File: src/rtl/esp_pkg.sv
// Shared types, register indexes and constants for the spindle speed controller.
package esp_pkg;

  typedef logic [2:0] cfg_idx_t;

  localparam cfg_idx_t REG_RPM_SCALE     = 3'd0;
  localparam cfg_idx_t REG_TICK_RATE     = 3'd1;
  localparam cfg_idx_t REG_BASE_DUTY     = 3'd2;
  localparam cfg_idx_t REG_KP            = 3'd3;
  localparam cfg_idx_t REG_KI_PER_TICK   = 3'd4;
  localparam cfg_idx_t REG_KD_TIMES_RATE = 3'd5;
  localparam cfg_idx_t REG_ERROR_LIMIT   = 3'd6;
  localparam cfg_idx_t REG_MAX_DUTY      = 3'd7;

  localparam logic [31:0] RST_RPM_SCALE     = 32'd218453;
  localparam logic [9:0]  RST_TICK_RATE     = 10'd20;
  localparam logic [16:0] RST_BASE_DUTY     = 17'd6554;
  localparam logic [31:0] RST_KP            = 32'd1678;
  localparam logic [31:0] RST_KI_PER_TICK   = 32'd84;
  localparam logic [31:0] RST_KD_TIMES_RATE = 32'd33554;
  localparam logic [23:0] RST_ERROR_LIMIT   = 24'd64000;
  localparam logic [16:0] RST_MAX_DUTY      = 17'd65536;

  // x/10 for x < 2^24: (x * ceil(2^27/10)) >> 27 is exact
  localparam logic [23:0] DIV10_RECIP = 24'd13421773;

  // 30 rpm in Q16.8
  localparam logic [23:0] HOLD_RPM    = 24'd7680;
  localparam logic [16:0] DUTY_FULL   = 17'd65536;
  localparam logic [23:0] RPM_SAT     = 24'hFFFFFF;
  localparam logic [15:0] TICKS_SAT   = 16'hFFFF;

  typedef enum logic [3:0] {
    ST_IDLE,
    ST_MRPM,
    ST_SAT,
    ST_MDIV,
    ST_ERR,
    ST_MI,
    ST_MP,
    ST_MD,
    ST_SUM,
    ST_DONE
  } state_t;

  typedef enum logic [3:0] {
    OP_NONE,
    OP_LOAD,
    OP_MRPM,
    OP_SAT,
    OP_MDIV,
    OP_ERR,
    OP_MI,
    OP_MP,
    OP_MD,
    OP_SUM,
    OP_COMMIT
  } op_t;

  typedef struct packed {
    op_t op;
  } cmd_t;

endpackage

File: src/rtl/esp_ctrl.sv
// Sequencer: steps the datapath through one tick and owns the handshakes.
module esp_ctrl (
  input  logic          clk,
  input  logic          rst_n,
  input  logic          in_valid,
  output logic          in_ready,
  output logic          out_valid,
  input  logic          out_ready,
  output esp_pkg::cmd_t cmd
);

  esp_pkg::state_t state_r, state_nxt;
  logic            out_valid_r, out_valid_nxt;

  always_ff @(posedge clk) begin
    if (!rst_n) begin
      state_r     <= esp_pkg::ST_IDLE;
      out_valid_r <= 1'b0;
    end else begin
      state_r     <= state_nxt;
      out_valid_r <= out_valid_nxt;
    end
  end

  always_comb begin
    state_nxt = state_r;
    cmd.op    = esp_pkg::OP_NONE;
    case (state_r)
      esp_pkg::ST_IDLE: begin
        if (in_valid) begin
          cmd.op    = esp_pkg::OP_LOAD;
          state_nxt = esp_pkg::ST_MRPM;
        end
      end
      esp_pkg::ST_MRPM: begin
        cmd.op    = esp_pkg::OP_MRPM;
        state_nxt = esp_pkg::ST_SAT;
      end
      esp_pkg::ST_SAT: begin
        cmd.op    = esp_pkg::OP_SAT;
        state_nxt = esp_pkg::ST_MDIV;
      end
      esp_pkg::ST_MDIV: begin
        cmd.op    = esp_pkg::OP_MDIV;
        state_nxt = esp_pkg::ST_ERR;
      end
      esp_pkg::ST_ERR: begin
        cmd.op    = esp_pkg::OP_ERR;
        state_nxt = esp_pkg::ST_MI;
      end
      esp_pkg::ST_MI: begin
        cmd.op    = esp_pkg::OP_MI;
        state_nxt = esp_pkg::ST_MP;
      end
      esp_pkg::ST_MP: begin
        cmd.op    = esp_pkg::OP_MP;
        state_nxt = esp_pkg::ST_MD;
      end
      esp_pkg::ST_MD: begin
        cmd.op    = esp_pkg::OP_MD;
        state_nxt = esp_pkg::ST_SUM;
      end
      esp_pkg::ST_SUM: begin
        cmd.op    = esp_pkg::OP_SUM;
        state_nxt = esp_pkg::ST_DONE;
      end
      esp_pkg::ST_DONE: begin
        // wait for the output register to free up
        if (!out_valid_r || out_ready) begin
          cmd.op    = esp_pkg::OP_COMMIT;
          state_nxt = esp_pkg::ST_IDLE;
        end
      end
      default: state_nxt = esp_pkg::ST_IDLE;
    endcase
  end

  always_comb begin
    if (cmd.op == esp_pkg::OP_COMMIT) begin
      out_valid_nxt = 1'b1;
    end else if (out_ready) begin
      out_valid_nxt = 1'b0;
    end else begin
      out_valid_nxt = out_valid_r;
    end
  end

  assign in_ready  = (state_r == esp_pkg::ST_IDLE);
  assign out_valid = out_valid_r;

  a_commit_shows: assert property (@(posedge clk) disable iff (!rst_n)
    cmd.op == esp_pkg::OP_COMMIT |=> out_valid_r)
    else $error("result not presented after commit");

  a_accept_busy: assert property (@(posedge clk) disable iff (!rst_n)
    in_valid && in_ready |=> state_r == esp_pkg::ST_MRPM)
    else $error("sequence did not start after input transfer");

  a_stall_holds: assert property (@(posedge clk) disable iff (!rst_n)
    state_r == esp_pkg::ST_DONE && out_valid_r && !out_ready
      |=> state_r == esp_pkg::ST_DONE)
    else $error("commit overran a pending result");

  a_no_accept_busy: assert property (@(posedge clk) disable iff (!rst_n)
    state_r != esp_pkg::ST_IDLE |-> cmd.op != esp_pkg::OP_LOAD)
    else $error("load issued mid-sequence");

endmodule

File: config.mk
export PLATFORM = sky130hd
export DESIGN_NAME = esp_ctrl
export DESIGN_NICKNAME = d
export VERILOG_FILES = /design/src/rtl/esp_pkg.sv /design/src/rtl/esp_ctrl.sv
export SDC_FILE = /design/constraint.sdc
export NUM_CORES = 1
export LEC_CHECK = 0
export ABC_AREA = 1
export BUFFER_PORTS_ARGS = -buffer_cell sky130_fd_sc_hd__buf_2
export CORE_AREA = 4 4 41 43
export CTS_BUF_LIST = sky130_fd_sc_hd__clkbuf_4 sky130_fd_sc_hd__clkbuf_8
export CTS_CLUSTER_DIAMETER = 60
export DETAILED_ROUTE_END_ITERATION = 10
export DIE_AREA = 0 0 45 47
export PLACE_DENSITY = 0.4
export SYNTH_ARGS = -nofsm -noshare
export SYNTH_HDL_FRONTEND = slang
export SYNTH_SLANG_ARGS = --single-unit
File: constraint.sdc
create_clock -name clk -period 1.15 [get_ports clk]
set_input_delay 0.1725 -clock clk [delete_from_list [all_inputs] [get_ports clk]]
set_output_delay 0.1725 -clock clk [all_outputs]
set_load 0.01 [all_outputs]
======== After elaboration in Yosys (flattened, before gate mapping) ========
Cells that the tools add are included.
storage, ports and cells
  input bits .............................. 4
  register bits after elaboration ......... 5
  logic and storage cells ................. 27
  output and inout bits ................... 6
cells by class
  muxes and demuxes ....................... 8
  reduce and logical (&&, ||, !) cells .... 5
  equality and inequality tests ........... 12
operators with widths
  cell                count
  $pmux 4 s10         2
  $eq 4x3->1 const B  4
  $eq 4x4->1 const B  3
  $mux 4              3
  $eq 4x2->1 const B  2
  $eq 4x1->1 const B  1
  $logic_not 4->1     1
  $ne 2x2->1 const B  2
  $mux 1              3
  $reduce_and 2->1    1
  $reduce_bool 2->1   1
  $logic_not 1->1     1
  $logic_or 1x1->1    1

======== Depth between registers and ports, before layout ========
Gate-level depths: netlist of the first run.
  depth in word-level cells ............... 6
  depth in mapped cells ................... 6
  gate-level depth less buffers ........... 6

======== Worst setup path before layout of the first run ========
OpenSTA, ideal clock, no wires.
  kind .................................... reg-to-output
  from .................................... reg state_r[0]
  to ...................................... out in_ready
  setup slack ............................. 0.170 ns
  required time ........................... 0.978 ns
  cell stages (with the launch flop) ...... 2
  arrival ................................. 0.808 ns
  path buffers ............................ 0
  cells stage by stage .................... dfxtp_1 nor4_1
between the ends
  longest elaborated chain between the ends .. 1
RTL lines
  item                    RTL line        RTL
  from (decl)             esp_ctrl.sv:12  esp_pkg::state_t state_r, state_nxt;
  from (signal assigned)  esp_ctrl.sv:17  state_r <= esp_pkg::ST_IDLE;
  from (signal assigned)  esp_ctrl.sv:20  state_r <= state_nxt;
  $logic_not 4->1         esp_ctrl.sv:88  assign in_ready = (state_r == esp_pkg::ST_IDLE);
  to (decl)               esp_ctrl.sv:6   output logic in_ready,
No other way between the ends.

==> results_dict.tcl, run 1 <==
set metrics [dict create \
    status "finished with violations" \
    violations "negative setup slack" \
    cp.arrival_ns 1.08 \
    slew_headroom 0.854 \
    critPathBufInv 2 \
    grt_pass1_vias 278 \
    viasPerCell 4.26 \
    worst_pin_slew_ns 0.218 \
    crit_chain "nand2_2 -> inv_2 -> nand3_2 -> nand3_1 -> buf_2" \
    areaGrowthSynthToFinish_pct 60.6 \
    clock_path_buffers 2 \
    synth.distinct_cells 15 \
    timing.final.crit_share 1.09 \
    path_class "reg -> out" \
    avgSynthCellArea_um2 6.59 \
    synth_area_leaders "dfxtp_1 (37%), inv_1 (11%), nor2_1 (11%), nand3_1 (9.3%), nand4_1 (4.6%)" \
    design_area_um2 434 \
    clkLatencyLatePin_ns 0.24 \
    initial_utilization 0.208 \
    drtIter0Drc 5 \
    die_x_um 45 \
    rsz0062_at_grt "yes" \
    die_h_um 47 \
    pre_cts_ws_ns 0.0293 \
    finalHoldWorstSlack_ns 0.210 \
    drv_slew 0 \
    top_level_ports 10 \
    n_fill_cell 153 \
    io_buffers 9 \
    syn_nets 45 \
    antenna_cells 0 \
    reg2reg_setup_slack_ns 0.15 \
    min_path_type "in -> reg" \
    grt_usage 0.0791 \
    finalNetCount 63 \
    grt_max_degree 8 \
    cp.required_ns 0.98 \
    vias 311 \
    critPathMaxStageDelay_ns 0.38 \
    hold_violations 0 \
    ant_nets 0 \
    power_density_nw_per_um2 1170 \
    cts_root_buf "clkbuf_4" \
    final.min_clock_period_ns 1.25 \
    synthCells 41 \
    layout_setup_ws_ns -0.0996 \
    place_congestion 0.690 \
    cp_top_family "flip-flops" \
    routed_wl_um 665 \
    maxCapViolations 0 \
    fin_skew_ns 0.00158 \
    core-area_um2 1300 \
    die_area_um2 2120 \
    dr.pass1.iters 2 \
    antenna_found_initial 0 \
    post-dp-hpwl_um 490 \
    cts.sinks 5 \
    start_kind "register" \
    setup_viol 5 \
    synth_top_cell_area_share 0.370 \
    ys.warnings.count 0 \
    cts_made_buffers 3 \
    grt_pass1_wl_um 1120 \
    cts_tree "built" \
    h-tree-depth 1 \
    peakVddDrop_mv 0.484 \
    drc 0 \
    fp-row-count 13 \
    synthDominantAreaCellType "dfxtp_1" \
    fin_util 0.334 \
    yosysSeqAreaShare 0.370 \
    avgRoutedWirePerCell_um 9.11 \
    clk_transition_reported_paths_ns 0.04 \
    synth_seq_cells 5 \
    cp_slowest_cell "dfxtp_2" \
    placed_area_um2 334 \
    syn_area_um2 270 \
    drive_gt1_frac 0.586 \
    max_freq_mhz 800 \
    grt_overflow 0 \
    path_max_fanout 5 \
    crit_path_end_kind "primary output" \
    p_leak_nw 0.210 \
]
## metal layers
layer / vias to the layer above / GRT usage / share of wire
li1: 167 / - / -
met1: 135 / 0.0776 / 0.43
met2: 9 / 0.136 / 0.49
met3: 0 / 0.0575 / 0.075
met4: 0 / 0.0175 / 0
met5: - / 0 / 0
## worst reg2reg max path: cells and delay by family, from the launching register on
family	cells	cell delay, ns
buf+inv	4	0.33
flops	1	0.32
simple gates	4	0.28
## kinds of logic (layout without fill, tap and decap cells)
kind of cell | after synthesis | in the layout | synth area share
and+or+nand+nor | 23 | 23 | 0.431
AOI/OAI and AO/OA | 4 | 4 | 0.0741
DFF | 5 | 5 | 0.370
buffers and inverters | 9 | 26 | 0.125
## layout make-up
class | instances | area [um2] | area share
Clock buffer | 4 | 30.0 | 0.0692
Multi-Input combinational cell | 27 | 163 | 0.375
Inverter | 9 | 33.8 | 0.0778
Tap cell | 15 | 18.8 | 0.0432
Timing Repair Buffer | 13 | 75.1 | 0.173
Sequential cell | 5 | 114 | 0.262
## power breakdown
part	internal [mW]	total [mW]	switching [mW]
sequential	0.181	0.197	0.0169
clock	0.155	0.224	0.0693
combinational	0.0406	0.0886	0.0480
## stage by stage
stage	std cells	TNS (ns)	total power [mW]
6_report	73	-0.375	0.510
4_1_cts	74	-0.536	0.518
3_3_place_gp	65	0	0.283
2_1_floorplan	41	0	0.249
3_5_place_dp	65	0	0.281
5_1_grt	73	-0.811	0.552
## state kept, by name (all words and copies together), names as in the netlist
name       flops
out_valid      1
state_r        4
## repair_timing
item                       4_1_cts  5_1_grt
gates resized for setup         15        6
hold buffers                     0        0
setup endpoints to repair        5        6
buffers inserted                 5        0
pin swaps                        4        7
## Yosys cell counts
library cell / instances
nor2_2: 1
nor3_1: 1
nor2_1: 8
nand3_1: 5
nand4_1: 2
o21ai_0: 2
clkinv_1: 1
nand2_2: 1
nand3b_1: 1
nor4_1: 1
nand3_2: 1
a21oi_1: 2
inv_1: 8
nand2_1: 2
dfxtp_1: 5
## worst paths after layout
| path | startpoint | endpoint | cells past startpoint |
|---|---|---|---|
| worst max-delay path | state_r[1]$_SDFFE_PN0P_ | cmd[3] | 5 |
| worst min-delay path | rst_n | state_r[3]$_SDFFE_PN0P_ | 3 |
| worst max register to register | out_valid$_SDFFE_PN0P_ | state_r[3]$_SDFFE_PN0P_ | 8 |
| worst min register to register | state_r[3]$_SDFFE_PN0P_ | state_r[0]$_SDFFE_PN0P_ | 2 |
## cells in the final DEF (no fill, tap or decap), types with 3 or more instances in the layout
cell,netlist,layout
nor2_1,8,5
inv_1,8,5
inv_2,0,4
dfxtp_4,0,3
clkbuf_4,0,4
nand3_1,5,4
buf_4,0,4
buf_2,0,9
Power figures use the tool's default switching activity.
==> inputs of run 2 (changes only) <==
Settings changed: PLACE_DENSITY 0.4 to 0.41.
Clock period 1.15 ns to 1.04 ns, I/O delays scaled along.
==> run 2 against run 1 <==
  * The run still ends with negative setup slack left
  * Clock power increased by 13%
  * Clock skew rose by 0.0011 ns
  * Flip-flop and latch count stayed put
  * Highest routed layer is now met4
  * Register-to-register slack lost 0.12 ns
  * Worst hold slack lost 0.011 ns
==> results_dict.tcl, run 2 (synthesized netlist as in run 1, its figures left out) <==
set metrics [dict create \
    placed_area_um2 394 \
    clock_path_buffers 2 \
    clkLatencyLatePin_ns 0.24 \
    grt_pass1_vias 316 \
    clk_transition_reported_paths_ns 0.05 \
    grt_pass1_wl_um 1300 \
    layout.cells.most_common "buf_4" \
    initial_utilization 0.208 \
    h-tree-depth 1 \
    violations "negative setup slack" \
    fp-row-count 13 \
    die_h_um 47 \
    start_kind "register" \
    cp.arrival_ns 1.08 \
    cts.sinks 5 \
    rsz0062_at_grt "yes" \
    drv_slew 0 \
    cts_root_buf "clkbuf_4" \
    maxCapViolations 0 \
    areaGrowthSynthToFinish_pct 82.9 \
    timing.final.crit_share 1.18 \
    design_area_um2 494 \
    die_x_um 45 \
    status "finished with violations" \
    path_max_fanout 5 \
    worst_pin_slew_ns 0.240 \
    critPathBufInv 2 \
    largest_reg_flops 4 \
    fin_util 0.380 \
    avgRoutedWirePerCell_um 9.57 \
    min_path_type "in -> reg" \
    antenna_cells 0 \
    antenna_found_initial 0 \
    grt_overflow 0 \
    critPathMaxStageDelay_ns 0.36 \
    path_class "reg -> out" \
    finalNetCount 69 \
    cp.required_ns 0.88 \
    die_area_um2 2120 \
    drive_gt1_frac 0.641 \
    place_congestion 0.729 \
    final_cell_mix "buf_4 (10), buf_2 (9), inv_1 (6)" \
    routed_wl_um 756 \
    p_leak_nw 0.241 \
    setup_tns_ns -0.873 \
    setup_viol 5 \
    power_density_nw_per_um2 1230 \
    pre_cts_ws_ns 0.00166 \
    cp_slowest_cell "dfxtp_4" \
    grt_usage 0.0908 \
    n_fill_cell 152 \
    hold_violations 0 \
    dpl.cell_count 73 \
    crit_path_end_kind "primary output" \
    dr.pass1.iters 4 \
    cts_made_buffers 3 \
    core-area_um2 1300 \
    layout_setup_ws_ns -0.192 \
    ant_nets 0 \
    regMostFlops "state_r" \
    cts_tree "built" \
    vias 337 \
    drtIter0Drc 1 \
    post-dp-hpwl_um 553 \
    max_freq_mhz 812 \
    fin_cells 79 \
    cp_top_family "flip-flops" \
    crit_chain "nand2_2 -> clkinv_2 -> nand3_2 -> nand3_1 -> buf_2" \
    ctsHoldBuffers 0 \
    final.min_clock_period_ns 1.23 \
    top_level_ports 10 \
    drc 0 \
    fin_skew_ns 0.00265 \
    grt_max_degree 7 \
    peakVddDrop_mv 0.580 \
    viasPerCell 4.27 \
    slew_headroom 0.839 \
    io_buffers 9 \
]
==> run 2: where the power goes <==
group	total [mW]	internal [mW]	switching, mW
logic	0.135	0.0702	0.0653
clock network	0.254	0.171	0.0832
registers	0.216	0.199	0.0166
==> run 2: stage by stage <==
| stage | total power, mW | hold slack, ns |
|---|---|---|
| after floorplan | 0.275 | 0.330 |
| after detailed placement | 0.342 | 0.468 |
| after global routing | 0.652 | 0.240 |
| after global placement | 0.344 | 0.466 |
| final | 0.606 | 0.199 |
| after CTS | 0.610 | 0.213 |
==> run 2: worst register-to-register path, delay by kind of cell (launching register included) <==
family	cells	cell delay, ns
buffers and inverters	4	0.34
AND/OR/NAND/NOR	4	0.27
flip-flops	1	0.32
==> run 2: layout make-up <==
type,instances,area (um2),share of cell area
multi-input combinational,27,174,0.352
sequential,5,116,0.235
clock buffer,4,30.0,0.0608
timing repair buffer,19,120,0.243
tap,15,18.8,0.0380
inverter,9,35.0,0.0709
==> run 2: repair_timing <==
| item | CTS | global route |
|---|---|---|
| pin swaps | 1 | 2 |
| endpoints found under the setup margin | 5 | 6 |
| buffers inserted | 2 | 1 |
| gates resized for setup | 15 | 9 |
==> run 2: per-layer routing <==
metal | global-route usage | share of wire
met1 | 0.111 | 0.44
met2 | 0.127 | 0.44
met3 | 0.0345 | 0.090
met4 | 0.0702 | 0.028
met5 | 0 | 0
==> run 2: path summary, 6_finish.rpt <==
| check | from | depth (start not counted) | to | slack [ns] |
|---|---|---|---|---|
| max reg2reg | out_valid$_SDFFE_PN0P_ | 8 | state_r[3]$_SDFFE_PN0P_ | 0.03 |
| min | rst_n | 3 | state_r[3]$_SDFFE_PN0P_ | 0.20 |
| max | state_r[1]$_SDFFE_PN0P_ | 5 | cmd[3] | -0.19 |
| min reg2reg | state_r[3]$_SDFFE_PN0P_ | 3 | state_r[2]$_SDFFE_PN0P_ | 0.61 |
==> inputs of run 3 (changes only) <==
Settings changed: GPL_TIMING_DRIVEN from default to 0.
==> run 3 against run 2 <==
  * The flow still finishes with violations (negative setup slack)
  * Clock skew is 0.0024 ns higher
  * Combinational power is 7% lower
  * Setup slack worse by 0.026 ns
  * Non-clock buffer count is 5 lower
  * Via count stayed put
  * Wire length is 4.2% higher
  * Sequential power is 2% higher
  * Final area is 4.3% lower
  * Largest power group unchanged
==> results_dict.tcl, run 3 (synthesized netlist as in run 1, its figures left out) <==
set metrics [dict create \
    critPathMaxStageDelay_ns 0.38 \
    design_area_um2 473 \
    peakVddDrop_mv 0.604 \
    die_h_um 47 \
    power.total_mw 0.603 \
    grt_max_degree 8 \
    pre_cts_ws_ns -0.0868 \
    antenna_cells 0 \
    drv_slew 0 \
    critPathBufInv 2 \
    antenna_found_initial 0 \
    min_path_type "in -> reg" \
    dr.pass1.iters 4 \
    initial_utilization 0.208 \
    cp.required_ns 0.88 \
    grt_overflow 0 \
    die_x_um 45 \
    cp.arrival_ns 1.10 \
    cts_root_buf "clkbuf_4" \
    violations "negative setup slack" \
    finalHoldWorstSlack_ns 0.202 \
    grt_pass1_vias 300 \
    top_level_ports 10 \
    setup_viol 7 \
    crit_chain "nand2_2 -> inv_4 -> nand3_2 -> nand3_1 -> buf_2" \
    crit_path_end_kind "primary output" \
    rsz0062_at_grt "yes" \
    drc 0 \
    vias 337 \
    timing.final.crit_share 1.21 \
    viasPerCell 4.55 \
    avgRoutedWirePerCell_um 10.6 \
    place_congestion 0.724 \
    final.min_clock_period_ns 1.26 \
    core-area_um2 1300 \
    cp_slowest_cell "dfxtp_4" \
    die_area_um2 2120 \
    worst_pin_slew_ns 0.219 \
    routed_wl_um 788 \
    drtIter0Drc 3 \
    areaGrowthSynthToFinish_pct 75.0 \
    cts.sinks 5 \
    post-dp-hpwl_um 497 \
    grt_pass1_wl_um 1210 \
    grt_usage 0.0845 \
    setup_tns_ns -0.987 \
    cts_made_buffers 3 \
    clk_transition_reported_paths_ns 0.05 \
    layout_setup_ws_ns -0.218 \
    ant_nets 0 \
    cp_top_family "flip-flops" \
    finalNetCount 64 \
    layout.cells.most_common "buf_2" \
    placed_area_um2 334 \
    maxCapViolations 0 \
    status "finished with violations" \
    hold_violations 0 \
    largest_reg_flops 4 \
    slew_headroom 0.853 \
    max_freq_mhz 795 \
    path_class "reg -> out" \
    cts_tree "built" \
    path_max_fanout 7 \
    start_kind "register" \
    fin_skew_ns 0.00500 \
    clkLatencyLatePin_ns 0.25 \
    fp-row-count 13 \
    p_leak_nw 0.220 \
    h-tree-depth 1 \
    clock_path_buffers 2 \
    power_density_nw_per_um2 1280 \
    io_buffers 9 \
    regMostFlops "state_r" \
    drive_gt1_frac 0.661 \
]
==> run 3: power breakdown <==
| group | internal [mW] | leakage [nW] | switching, mW | total (mW) |
|---|---|---|---|---|
| clock network | 0.171 | 0.0184 | 0.0850 | 0.256 |
| registers | 0.199 | 0.0441 | 0.0218 | 0.221 |
| logic | 0.0641 | 0.157 | 0.0618 | 0.126 |
==> run 3: cell type report <==
type | instances | area (um2)
Fill cell | 154 | 828
Sequential cell | 5 | 116
Timing Repair Buffer | 14 | 92.6
Tap cell | 15 | 18.8
Clock buffer | 4 | 30.0
Multi-Input combinational cell | 27 | 179
Inverter | 9 | 36.3
==> run 3: path summary, 6_finish.rpt <==
path | from | end | slack (ns) | cells past startpoint
setup / recovery | state_r[0]$_SDFFE_PN0P_ | cmd[3] | -0.22 | 5
hold / removal | out_ready | state_r[0]$_SDFFE_PN0P_ | 0.20 | 4
setup reg to reg | state_r[1]$_SDFFE_PN0P_ | state_r[3]$_SDFFE_PN0P_ | -0.07 | 7
hold reg to reg | state_r[3]$_SDFFE_PN0P_ | state_r[0]$_SDFFE_PN0P_ | 0.54 | 2
==> run 3: per-stage QoR <==
stage / utilization / instances
floorplan: - / 41
global placement: 0.257 / 65
detailed placement: 0.257 / 65
CTS: 0.348 / 74
global route: 0.363 / 74
finish: 0.363 / 74
==> run 3: tightest hold or removal path, cell delays in order <==
cell,delay [ns]
buf_2,0.10
nor2_4,0.04
nand4_1,0.06
a21oi_1,0.06
==> run 3: metal layers <==
metal / wire [um] / GRT usage / up-vias
met3: 84 / 0.0690 / 2
met1: 317 / 0.0773 / 151
met5: 0 / 0 / -
met2: 371 / 0.130 / 14
li1: - / - / 170
met4: 14 / 0.0526 / 0
==> run 3: what timing repair did <==
| action | in CTS | in global routing |
|---|---|---|
| gates resized for setup | 24 | 6 |
| endpoints found under the hold margin | 0 | 0 |
| hold buffers | 0 | 0 |
| pin swaps | 5 | 3 |
| buffers inserted | 5 | 0 |
| endpoints found under the setup margin | 5 | 7 |
